### src/im2c_pkg.sv
// Shared types and constants for the im2col unfold core.
// No dependencies; imported by every module of the block but im2c_ram.
`timescale 1ns / 1ps
`default_nettype none

package im2c_pkg;

  // Build-time defaults for the top-level parameters
  localparam int unsigned IMAGE_WORDS_DEF = 4096;
  localparam int unsigned CHANNELS_DEF    = 4;

  // Field widths
  localparam int unsigned DATA_W   = 64;
  localparam int unsigned ADDR_W   = 12;
  localparam int unsigned DIM_W    = 7;
  localparam int unsigned KER_W    = 5;
  localparam int unsigned PAD_W    = 4;
  localparam int unsigned STEP_W   = 5;
  localparam int unsigned CH_IDX_W = 6;   // channel index, up to 64 channels

  // Configuration port
  localparam int unsigned CFG_IDX_W  = 4;
  localparam int unsigned CFG_DATA_W = 7;

  localparam logic [CFG_IDX_W-1:0] REG_IMAGE_HEIGHT = 4'd0;
  localparam logic [CFG_IDX_W-1:0] REG_IMAGE_WIDTH  = 4'd1;
  localparam logic [CFG_IDX_W-1:0] REG_KERNEL_ROWS  = 4'd2;
  localparam logic [CFG_IDX_W-1:0] REG_KERNEL_COLS  = 4'd3;
  localparam logic [CFG_IDX_W-1:0] REG_PAD_ROWS     = 4'd4;
  localparam logic [CFG_IDX_W-1:0] REG_PAD_COLS     = 4'd5;
  localparam logic [CFG_IDX_W-1:0] REG_STEP_ROWS    = 4'd6;
  localparam logic [CFG_IDX_W-1:0] REG_STEP_COLS    = 4'd7;

  // Opcodes carried in tuser
  localparam logic OP_WRITE = 1'b0;
  localparam logic OP_READ  = 1'b1;

  // Shared multiply-add unit: q = a * b + c
  localparam int unsigned MAC_A_W = 13;
  localparam int unsigned MAC_B_W = DIM_W;
  localparam int unsigned MAC_Q_W = 21;

  typedef struct packed {
    logic [DIM_W-1:0]  image_height;
    logic [DIM_W-1:0]  image_width;
    logic [KER_W-1:0]  kernel_rows;
    logic [KER_W-1:0]  kernel_cols;
    logic [PAD_W-1:0]  pad_rows;
    logic [PAD_W-1:0]  pad_cols;
    logic [STEP_W-1:0] step_rows;
    logic [STEP_W-1:0] step_cols;
  } cfg_t;

  // Decoded column-matrix element at the current walk position
  typedef struct packed {
    logic [CH_IDX_W-1:0] ch;
    logic [DIM_W-1:0]    iy;
    logic [DIM_W-1:0]    ix;
    logic                pad;
    logic                last;
    logic                err;
  } elem_t;

endpackage : im2c_pkg

`default_nettype wire

### src/im2c_mac.sv
// Shared multiply-add unit used twice per element to form the image address.
// Depends on im2c_pkg.
`timescale 1ns / 1ps
`default_nettype none

module im2c_mac (
  input  wire logic                           clk,
  input  wire logic [im2c_pkg::MAC_A_W-1:0]   a,
  input  wire logic [im2c_pkg::MAC_B_W-1:0]   b,
  input  wire logic [im2c_pkg::MAC_B_W-1:0]   c,
  output logic      [im2c_pkg::MAC_Q_W-1:0]   q_r
);
  import im2c_pkg::*;

  logic [MAC_A_W+MAC_B_W-1:0] prod;
  logic [MAC_Q_W-1:0]         q_nxt;

  // One multiply and one add, registered
  assign prod  = a * b;
  assign q_nxt = MAC_Q_W'(prod) + MAC_Q_W'(c);

  always_ff @(posedge clk) begin
    q_r <= q_nxt;
  end

endmodule : im2c_mac

`default_nettype wire

### config.mk
export PLATFORM = sky130hd
export DESIGN_NAME = im2c_mac
export DESIGN_NICKNAME = d
export VERILOG_FILES = /design/src/im2c_pkg.sv /design/src/im2c_mac.sv
export SDC_FILE = /design/constraint.sdc
export NUM_CORES = 1
export LEC_CHECK = 0
export BUFFER_PORTS_ARGS = -buffer_cell sky130_fd_sc_hd__buf_2
export CORE_ASPECT_RATIO = 1.4
export CORE_MARGIN = 5
export CORE_UTILIZATION = 60
export CTS_CLUSTER_DIAMETER = 150
export DETAILED_ROUTE_END_ITERATION = 10
export PLACE_DENSITY = 0.82
export SLEW_MARGIN = 20
export SYNTH_ARGS = -nofsm -noshare
export SYNTH_HDL_FRONTEND = slang
export SYNTH_SLANG_ARGS = --single-unit
### constraint.sdc
create_clock -name clk -period 6.25 [get_ports clk]
set_clock_uncertainty 0.1 [all_clocks]
set_input_delay 0.625 -clock clk [delete_from_list [all_inputs] [get_ports clk]]
set_output_delay 0.625 -clock clk [all_outputs]
set_load 0.01 [all_outputs]
==> results_dict.tcl <==
set metrics [dict create \
    cts.repair.resized 0 \
    chipHeight_um 103.6 \
    maxSlewHeadroom 0.7434 \
    dpl_worst_slack_ns 1.212 \
    hold_viol_final 0 \
    cp-start-kind "input pin" \
    dr_total_vias 2848 \
    rsz0062_at_grt "false" \
    seqPwrFrac 0.156 \
    start_util 0.6089 \
    max_freq_ghz 0.2101 \
    fp.dieArea_um2 7965 \
    hp-class "in -> reg" \
    largest-register "q_r" \
    dpl.hpwl_mm 6.828 \
    netlist_instances 414 \
    worstHoldStart "c[0]" \
    layout_min_cycle_time_ns 4.759 \
    synthSimpleGateAreaFrac 0.1839 \
    grt_max_degree 14 \
    cts_tree "yes" \
    viasPerCell 5.394 \
    yosysSeqAreaShare 0.1119 \
    drive_gt1_frac 0.1294 \
    rows 34 \
    drcViolationCount 0 \
    criticalPathCategory "in -> reg" \
    synth_compound_area_frac 0.07728 \
    synth_flop_cell "dfxtp_1" \
    path_clk_slew_ns 0.07 \
    power.density_nw_per_um2 344.6 \
    cp.required_ns 6.33 \
    muxShareOfSynthArea 0 \
    cp_top_family "adder cells" \
    pwr-share-comb 0.785 \
    ant_nets 0 \
    drv_slew 0 \
    grt_util_all_layers 0.1953 \
    path_buf_inv 5 \
    synthAdderAreaFrac 0.4917 \
    layout.nets 596 \
    syn_area_um2 3756 \
    synth-warning-count 0 \
    outcome "complete, no violations" \
    cts.sinks 21 \
    crit_chain "buf_2, and2_1, fa_1, inv_1, fa_1, inv_1, fa_1, inv_1, fa_1, inv_1, ha_1, a21oi_2, nand2_1, nor2_1, o211ai_1, a21oi_1, xnor2_1" \
    place.gp.congestion 0.8676 \
    cp_slowest_stage_delay_ns 0.54 \
    final_cell_mix "88 x inv_1, 66 x and2_1, 61 x fa_1" \
    setup_tns_ns 0 \
    largest_register_ff_count 21 \
    synth_edf_count 0 \
    clock_power_share 0.059 \
    worst_path_max_delay_cell "fa_1" \
    async_flop_share 0 \
    wl_mm 7.654 \
    reg.largest.list "q_r x21" \
    area_growth_pct 8.761 \
    hold_end "q_r[0]$_DFF_P_" \
    setup_viol 0 \
    wire_per_inst_um 14.50 \
    fin_crit_sh 0.7615 \
    p_sw_uw 689.7 \
    coreArea_um2 6168 \
    holdBufCountCts 0 \
    syn_nets 553 \
    synthXorXnorAreaFrac 0.03498 \
    whs_path_depth 2 \
    htree_levels 1 \
    synth_top_family_by_area "adder cells" \
    port_buffers 48 \
    cap_violations 0 \
    synth_seq_cells 21 \
    final_common_cell "inv_1" \
    ioPinCount 49 \
    drt-initial-drc-count 65 \
    ctsRootBufferMaster "clkbuf_8" \
    clock_path_buffers 2 \
    arrival_ns 4.83 \
    grt_pass1_wl_mm 13.08 \
    end_kind "register" \
    avgSynthCellArea_um2 9.073 \
    switching_share 0.4899 \
    antenna_found_initial 0 \
    cp_max_fo 13 \
    cts_setup_buffers 0 \
    synth.distinct_cells 38 \
    cts_buffers 3 \
    die_w_um 76.87 \
    gr-total-overflow 0 \
    cellLeakagePower_uw 0.002151 \
    internal-power_uw 718.2 \
    irDropWorstVdd_mv 0.1974 \
    fin_ws_ns 1.491 \
    num_antenna_cells 0 \
    firstDrtPassIters 4 \
    grt_pass1_vias 3035 \
    worstMarginPinSlew_ns 0.3809 \
]
## through the flow
step / power, µW / cells / util / area, µm² / hold slack, ns
finish: 1408 / 528 / 0.6623 / 4085 / 0.5023
global route: 1568 / 528 / 0.6623 / 4085 / 0.5248
CTS: 1435 / 528 / 0.6623 / 4085 / 0.5022
detailed placement: 1344 / 524 / 0.6550 / 4040 / 0.7624
global placement: 1309 / 524 / 0.6550 / 4040 / 0.7493
floorplan: 1076 / 414 / - / 3756 / 0.6548
## cell families after synthesis
kind of cell / count (synthesis)
AO/OA/AOI/OAI: 38
XOR/XNOR: 15
adder cells (fa/ha/maj): 111
buffers and inverters: 98
flip-flops: 21
AND/OR/NAND/NOR: 131
## power groups by stage
stage          Sequential [µW]  Clock (µW)  Combinational [µW]
6_report                   219        83.1                1110
3_3_place_gp               224           0                1080
3_5_place_dp               223           0                1120
5_1_grt                    225        91.3                1250
4_1_cts                    221        86.7                1130
2_1_floorplan              258           0                 818
## layout make-up
type	instances	area, µm²
inverters	88	330.3
multi-input cells	295	2959
fillers	545	2083
flip-flops and latches	21	420.4
repair buffers	48	240.2
well taps	72	90.09
clock buffers	4	45.04
## synth_stat cells, types with 2 or more instances
cell      count  area share
xor2_1        2      0.0047
nand3_1       7      0.0093
xnor2_1      13       0.030
nor2b_1       2      0.0033
a21oi_1      12       0.016
inv_1        88       0.088
nor2_1       13       0.013
o21ai_1       2      0.0027
a211oi_1      2      0.0040
clkbuf_1      8      0.0080
nand2b_1      2      0.0033
and2_1       66        0.11
nand2_1      36       0.036
a31oi_4       2       0.011
fa_1         61        0.33
o211ai_1      2      0.0040
o21a_1        2      0.0040
o21ai_0       5      0.0067
dfxtp_1      21        0.11
ha_1         50        0.17
## worst max path at each step
stage | from | endpoint | slack [ns] | cells past startpoint
global placement | b[1] | q_r[17]$_DFF_P_ | 1.32 | 17
finish | b[1] | q_r[15]$_DFF_P_ | 1.49 | 17
floorplan | b[2] | q_r[17]$_DFF_P_ | 1.54 | 17
CTS | b[1] | q_r[15]$_DFF_P_ | 1.48 | 17
global route | b[1] | q_r[15]$_DFF_P_ | 1.22 | 17
detailed placement | b[1] | q_r[17]$_DFF_P_ | 1.21 | 17
## per-layer routing
metal	routed length (µm)	part of all wire	up-vias	track usage
met3	199	0.026	18	0.02517
li1	-	-	1352	-
met5	0	0	-	0
met2	4646	0.61	57	0.3931
met1	2617	0.34	1421	0.2044
met4	191	0.025	0	0.05000
No activity file was read; power rests on OpenSTA's default activity.
