==> src/im2c_pkg.sv <==
// Shared types and constants for the im2col unfold core.
// No dependencies; imported by every module of the block but im2c_ram.
`timescale 1ns / 1ps
`default_nettype none

package im2c_pkg;

  // Build-time defaults for the top-level parameters
  localparam int unsigned IMAGE_WORDS_DEF = 4096;
  localparam int unsigned CHANNELS_DEF    = 4;

  // Field widths
  localparam int unsigned DATA_W   = 64;
  localparam int unsigned ADDR_W   = 12;
  localparam int unsigned DIM_W    = 7;
  localparam int unsigned KER_W    = 5;
  localparam int unsigned PAD_W    = 4;
  localparam int unsigned STEP_W   = 5;
  localparam int unsigned CH_IDX_W = 6;   // channel index, up to 64 channels

  // Configuration port
  localparam int unsigned CFG_IDX_W  = 4;
  localparam int unsigned CFG_DATA_W = 7;

  localparam logic [CFG_IDX_W-1:0] REG_IMAGE_HEIGHT = 4'd0;
  localparam logic [CFG_IDX_W-1:0] REG_IMAGE_WIDTH  = 4'd1;
  localparam logic [CFG_IDX_W-1:0] REG_KERNEL_ROWS  = 4'd2;
  localparam logic [CFG_IDX_W-1:0] REG_KERNEL_COLS  = 4'd3;
  localparam logic [CFG_IDX_W-1:0] REG_PAD_ROWS     = 4'd4;
  localparam logic [CFG_IDX_W-1:0] REG_PAD_COLS     = 4'd5;
  localparam logic [CFG_IDX_W-1:0] REG_STEP_ROWS    = 4'd6;
  localparam logic [CFG_IDX_W-1:0] REG_STEP_COLS    = 4'd7;

  // Opcodes carried in tuser
  localparam logic OP_WRITE = 1'b0;
  localparam logic OP_READ  = 1'b1;

  // Shared multiply-add unit: q = a * b + c
  localparam int unsigned MAC_A_W = 13;
  localparam int unsigned MAC_B_W = DIM_W;
  localparam int unsigned MAC_Q_W = 21;

  typedef struct packed {
    logic [DIM_W-1:0]  image_height;
    logic [DIM_W-1:0]  image_width;
    logic [KER_W-1:0]  kernel_rows;
    logic [KER_W-1:0]  kernel_cols;
    logic [PAD_W-1:0]  pad_rows;
    logic [PAD_W-1:0]  pad_cols;
    logic [STEP_W-1:0] step_rows;
    logic [STEP_W-1:0] step_cols;
  } cfg_t;

  // Decoded column-matrix element at the current walk position
  typedef struct packed {
    logic [CH_IDX_W-1:0] ch;
    logic [DIM_W-1:0]    iy;
    logic [DIM_W-1:0]    ix;
    logic                pad;
    logic                last;
    logic                err;
  } elem_t;

endpackage : im2c_pkg

`default_nettype wire

==> src/im2c_walk.sv <==
// Column-matrix walk: kernel and placement counters, padding, last and error decode.
// Depends on im2c_pkg.
`timescale 1ns / 1ps
`default_nettype none

module im2c_walk #(
  parameter int unsigned CHANNELS = im2c_pkg::CHANNELS_DEF
) (
  input  wire logic             clk,
  input  wire logic             rst_n,
  input  wire im2c_pkg::cfg_t   cfg,
  input  wire logic             clear,   // write to a mapped register
  input  wire logic             step,    // read beat accepted
  output im2c_pkg::elem_t       elem
);
  import im2c_pkg::*;

  localparam int unsigned CH_W = (CHANNELS > 1) ? $clog2(CHANNELS) : 1;
  localparam logic [CH_W-1:0] CH_LAST = CH_W'(CHANNELS - 1);

  // Kernel position and top-left of the current placement (row * stride)
  logic [KER_W-1:0] kx_r, kx_nxt;
  logic [KER_W-1:0] ky_r, ky_nxt;
  logic [CH_W-1:0]  ch_r, ch_nxt;
  logic [7:0]       xpos_r, xpos_nxt;
  logic [7:0]       ypos_r, ypos_nxt;

  logic [7:0] padded_h, padded_w;
  logic [8:0] iy_raw, ix_raw;
  logic [8:0] row_end, col_end;
  logic       row_last, col_last, k_last;
  logic       err, pad_y, pad_x;

  // Padded image size and usability of the configuration
  assign padded_h = 8'(cfg.image_height) + {3'b0, cfg.pad_rows, 1'b0};
  assign padded_w = 8'(cfg.image_width)  + {3'b0, cfg.pad_cols, 1'b0};

  assign err = (cfg.image_height == '0) || (cfg.image_width == '0) ||
               (cfg.kernel_rows == '0)  || (cfg.kernel_cols == '0) ||
               (cfg.step_rows == '0)    || (cfg.step_cols == '0)   ||
               (8'(cfg.kernel_rows) > padded_h) ||
               (8'(cfg.kernel_cols) > padded_w);

  // Image coordinates before removing the border
  assign iy_raw = 9'(ypos_r) + 9'(ky_r);
  assign ix_raw = 9'(xpos_r) + 9'(kx_r);

  assign pad_y = (iy_raw < 9'(cfg.pad_rows)) ||
                 ((iy_raw - 9'(cfg.pad_rows)) >= 9'(cfg.image_height));
  assign pad_x = (ix_raw < 9'(cfg.pad_cols)) ||
                 ((ix_raw - 9'(cfg.pad_cols)) >= 9'(cfg.image_width));

  // A placement is the last of its row/column when the next one would not fit
  assign row_end  = 9'(ypos_r) + 9'(cfg.step_rows) + 9'(cfg.kernel_rows);
  assign col_end  = 9'(xpos_r) + 9'(cfg.step_cols) + 9'(cfg.kernel_cols);
  assign row_last = row_end > 9'(padded_h);
  assign col_last = col_end > 9'(padded_w);
  assign k_last   = (kx_r == cfg.kernel_cols - 1'b1) &&
                    (ky_r == cfg.kernel_rows - 1'b1) && (ch_r == CH_LAST);

  always_comb begin
    elem.ch   = CH_IDX_W'(ch_r);
    elem.iy   = DIM_W'(iy_raw - 9'(cfg.pad_rows));
    elem.ix   = DIM_W'(ix_raw - 9'(cfg.pad_cols));
    elem.pad  = pad_y || pad_x;
    elem.last = k_last && row_last && col_last;
    elem.err  = err;
  end

  // Advance: output x, then output y, then kernel x, kernel y, channel
  always_comb begin
    kx_nxt   = kx_r;
    ky_nxt   = ky_r;
    ch_nxt   = ch_r;
    xpos_nxt = xpos_r;
    ypos_nxt = ypos_r;
    if (err || elem.last) begin
      kx_nxt   = '0;
      ky_nxt   = '0;
      ch_nxt   = '0;
      xpos_nxt = '0;
      ypos_nxt = '0;
    end else if (!col_last) begin
      xpos_nxt = 8'(9'(xpos_r) + 9'(cfg.step_cols));
    end else begin
      xpos_nxt = '0;
      if (!row_last) begin
        ypos_nxt = 8'(9'(ypos_r) + 9'(cfg.step_rows));
      end else begin
        ypos_nxt = '0;
        if (kx_r != cfg.kernel_cols - 1'b1) begin
          kx_nxt = kx_r + 1'b1;
        end else begin
          kx_nxt = '0;
          if (ky_r != cfg.kernel_rows - 1'b1) begin
            ky_nxt = ky_r + 1'b1;
          end else begin
            ky_nxt = '0;
            ch_nxt = (ch_r == CH_LAST) ? '0 : ch_r + 1'b1;
          end
        end
      end
    end
  end

  always_ff @(posedge clk) begin
    if (!rst_n || clear) begin
      kx_r   <= '0;
      ky_r   <= '0;
      ch_r   <= '0;
      xpos_r <= '0;
      ypos_r <= '0;
    end else if (step) begin
      kx_r   <= kx_nxt;
      ky_r   <= ky_nxt;
      ch_r   <= ch_nxt;
      xpos_r <= xpos_nxt;
      ypos_r <= ypos_nxt;
    end
  end

endmodule : im2c_walk

`default_nettype wire

==> config.mk <==
export PLATFORM = sky130hd
export DESIGN_NAME = im2c_walk
export DESIGN_NICKNAME = d
export VERILOG_FILES = /design/src/im2c_pkg.sv /design/src/im2c_walk.sv
export SDC_FILE = /design/constraint.sdc
export NUM_CORES = 1
export LEC_CHECK = 0
export BUFFER_PORTS_ARGS = -buffer_cell sky130_fd_sc_hd__buf_2
export CAP_MARGIN = 20
export CORE_ASPECT_RATIO = 1.25
export CORE_MARGIN = 4
export CORE_UTILIZATION = 54
export DETAILED_ROUTE_END_ITERATION = 6
export PLACE_DENSITY = 0.9
export RECOVER_POWER = 25
export REMOVE_ABC_BUFFERS = 1
export SYNTH_ARGS = -nofsm -noshare
export SYNTH_HDL_FRONTEND = slang
export SYNTH_SLANG_ARGS = --single-unit
export TNS_END_PERCENT = 10
==> constraint.sdc <==
create_clock -name clk -period 4.2 [get_ports clk]
set_clock_uncertainty 0.1 [all_clocks]
set_input_delay 0.42 -clock clk [delete_from_list [all_inputs] [get_ports clk]]
set_output_delay 0.42 -clock clk [all_outputs]
set_load 0.05 [all_outputs]
==> results.sh <==
export IMPL_h_tree_depth=1
export IMPL_comb_power_share=0.699
export IMPL_whs_ps=372
export IMPL_fp_dieW_um=93.3
export IMPL_grt_pass1_vias=5408
export IMPL_swShare=0.462
export IMPL_postCtsHoldBufs=0
export IMPL_vdd_ir_drop_max_mv=0.174
export IMPL_use_met2=0.532
export IMPL_slew_violations=0
export IMPL_p_clk_frac=0.133
export IMPL_min_path_type="input port to flop"
export IMPL_p_leak_nw=3.00
export IMPL_drive_above_1_share=0.292
export IMPL_cts_root_buf="clkbuf_8"
export IMPL_drc=0
export IMPL_finalSetupTns_ps=-9200
export IMPL_seq_area_frac_synth=0.114
export IMPL_cp_arrival_ps=4190
export IMPL_critPathMaxFanout=3
export IMPL_num_vias=5468
export IMPL_grt_first_pass_wirelength_um=24800
export IMPL_yosysWarnings=0
export IMPL_wl_um=16600
export IMPL_fp_row_count=38
export IMPL_end_kind="primary output"
export IMPL_portBuffers=64
export IMPL_cts_clk_slew_worst_paths_ps=110
export IMPL_post_route_period_util=1.12
export IMPL_antenna_found_initial=0
export IMPL_switchingPower_mw=0.770
export IMPL_grt_met1_usage=0.300
export IMPL_synthCells=620
export IMPL_startpoint_type="flop"
export IMPL_power_density_nw_per_um2=261
export IMPL_firstDrtPassIters=5
export IMPL_max_slew_margin_rel=0.222
export IMPL_use_met3=0.0342
export IMPL_track_usage=0.284
export IMPL_grt_overflow=0
export IMPL_cp_slowest_stage_delay_ps=370
export IMPL_numCtsBuffers=3
export IMPL_yosys_cell_count_top_type="ha_1"
export IMPL_seqPwrFrac=0.167
export IMPL_dieArea_um2=10700
export IMPL_avgRoutedWirePerCell_um=19.1
export IMPL_start_util=0.558
export IMPL_grt_setup_unrepaired="true"
export IMPL_dp_final_hpwl_um=11800
export IMPL_clockBufferDepth=2
export IMPL_synth_edf_count=0
export IMPL_clkLatencyLatePin_ps=290
export IMPL_fmax_mhz=213
export IMPL_area_growth_pct=30.0
export IMPL_ys_flop_type="dfxtp_1"
export IMPL_worst_pin_slew_ps=1170
export IMPL_violations="negative setup slack"
export IMPL_synth_cell_types=73
export IMPL_cts_sinks=28
export IMPL_yosysTopAreaCell="ha_1"
export IMPL_synth_avg_cell_area_um2=7.92
export IMPL_grt_max_degree=21
export IMPL_routabilityCongestion=0.942
export IMPL_status="finished with violations"
export IMPL_worstSetupPathType="flop to primary output"
export IMPL_die_y_um=115
export IMPL_max_cap_violations=0
export IMPL_synthesis_area_um2=4910
export IMPL_vias_per_cell=6.29
export IMPL_hold_violations=0
export IMPL_synth_area_top_cells="ha_1 24%, dfxtp_1 11%, xnor2_1 6.8%"
export IMPL_fin_ws_ps=-505
export IMPL_synthTopCellsByCount="93 x ha_1, 68 x inv_1, 41 x nor2_1, 38 x xnor2_1, 37 x nand2_1"
export IMPL_setup_viol=30
export IMPL_min_period_ps=4710
export IMPL_place_ws_ps=-452
export IMPL_fin_nets=900
export IMPL_drt_initial_drc_count=365
export IMPL_top_usage_layer="met2"
export IMPL_core_um2=8800
export IMPL_internal_power_mw=0.898
export IMPL_synth_top_cell_area_share=0.237
export IMPL_ant_nets=0
export IMPL_cts_tree="yes"
export IMPL_ys_ff_latch=28
export IMPL_diodes=0
export IMPL_ys_async_sr_fraction=0
export IMPL_cp_required_ps=3680
export IMPL_crit_path_cell_trace="ha_4 > inv_2 > fa_2 > nor2b_2 > o21a_1 > nor3_1 > nor2_1 > ha_1 > buf_6 > xor2_2 > ha_1 > nand4_1 > o32ai_2 > a21oi_1 > o21ai_1 > buf_4 > o221ai_4 > nand4bb_4 > nor2_2 > buf_6"
export IMPL_cpMaxStageDelayCell="dfxtp_2"
export IMPL_ios=69
worst max-delay path, delay by kind of cell (launching register included):
kind	cells	cell delay, ps
fa+ha+maj	4	1160
compound gates	5	920
simple gates	6	820
buf+inv	4	490
flops	1	370
xor+xnor	1	140
cell type report:
type	instances	area, um2
tap	120	150
timing repair buffer	140	917
clock buffer	3	41.3
inverter	68	255
fill	588	2410
multi-input combinational	510	4430
sequential	28	563
clock inverter	1	30.0
per-layer routing:
metal,vias to the layer above,part of all wire
li1,2497,-
met1,2579,0.36
met2,287,0.51
met3,105,0.058
met4,0,0.067
met5,-,0
worst paths after layout:
check / startpoint / endpoint / slack [ps] / cells after the start
worst max register to register: ypos_r[0] / ky_r[2] / -380 / 23
worst min register to register: ch_r[0] / ch_r[0] / 400 / 1
worst min-delay path: step / ky_r[1] / 370 / 3
worst max-delay path: ypos_r[0] / elem[1] / -510 / 20
logic make-up after synthesis:
kind of cell,Yosys count,share of synthesized area
buffers and inverters,85,0.0706
AO/OA/AOI/OAI,157,0.227
other,1,0.000763
AND/OR/NAND/NOR,188,0.204
multiplexers,7,0.0145
flip-flops,28,0.114
adder cells (fa/ha/maj),103,0.278
XOR/XNOR,51,0.0909
flip-flops by register name, indices dropped and copies added (netlist names):
signal and count:
ch_r 2, kx_r 5, xpos_r 8, ypos_r 8
ky_r 5
stage by stage:
stage	total power, mW	cell area [um2]	cells	utilization
floorplan	0.891	4830	606	-
global placement	1.15	5730	847	0.651
detailed placement	1.20	5730	847	0.651
CTS	1.48	6090	860	0.692
global route	1.76	6380	870	0.726
finish	1.67	6380	870	0.726
repair_timing:
| action | CTS | global route |
|---|---|---|
| pin swaps | 42 | 37 |
| resized for setup | 54 | 45 |
| setup buffers | 9 | 10 |
| endpoints found under the setup margin | 30 | 30 |
layout by cell type (no fill, tap or decap), types with 5 or more instances in the layout:
cell type	netlist	routed
xor2_1	13	9
nand4_1	8	8
dfxtp_1	28	26
fa_2	0	6
o21ai_0	21	12
nand2b_1	15	15
ha_1	93	85
nand2_1	37	35
buf_6	0	7
mux2i_1	6	6
o21ai_1	4	8
o21a_1	5	5
a21o_1	19	19
a221oi_1	6	5
ha_4	0	7
nand3_1	20	19
nor2_1	41	35
nor3_1	15	15
o211ai_1	8	8
buf_2	4	58
inv_1	68	64
a211oi_2	2	6
buf_4	6	71
xnor2_1	38	34
a21oi_1	33	28
nor2b_1	16	13
a22oi_1	8	8
power groups by stage:
stage / combinational (mW) / sequential [mW] / clock (mW)
after floorplan: 0.608 / 0.283 / 0
after global placement: 0.866 / 0.284 / 0
after detailed placement: 0.912 / 0.284 / 0
after CTS: 0.989 / 0.278 / 0.216
after global routing: 1.26 / 0.280 / 0.228
final: 1.17 / 0.279 / 0.222
Power figures use the tool's default switching activity.
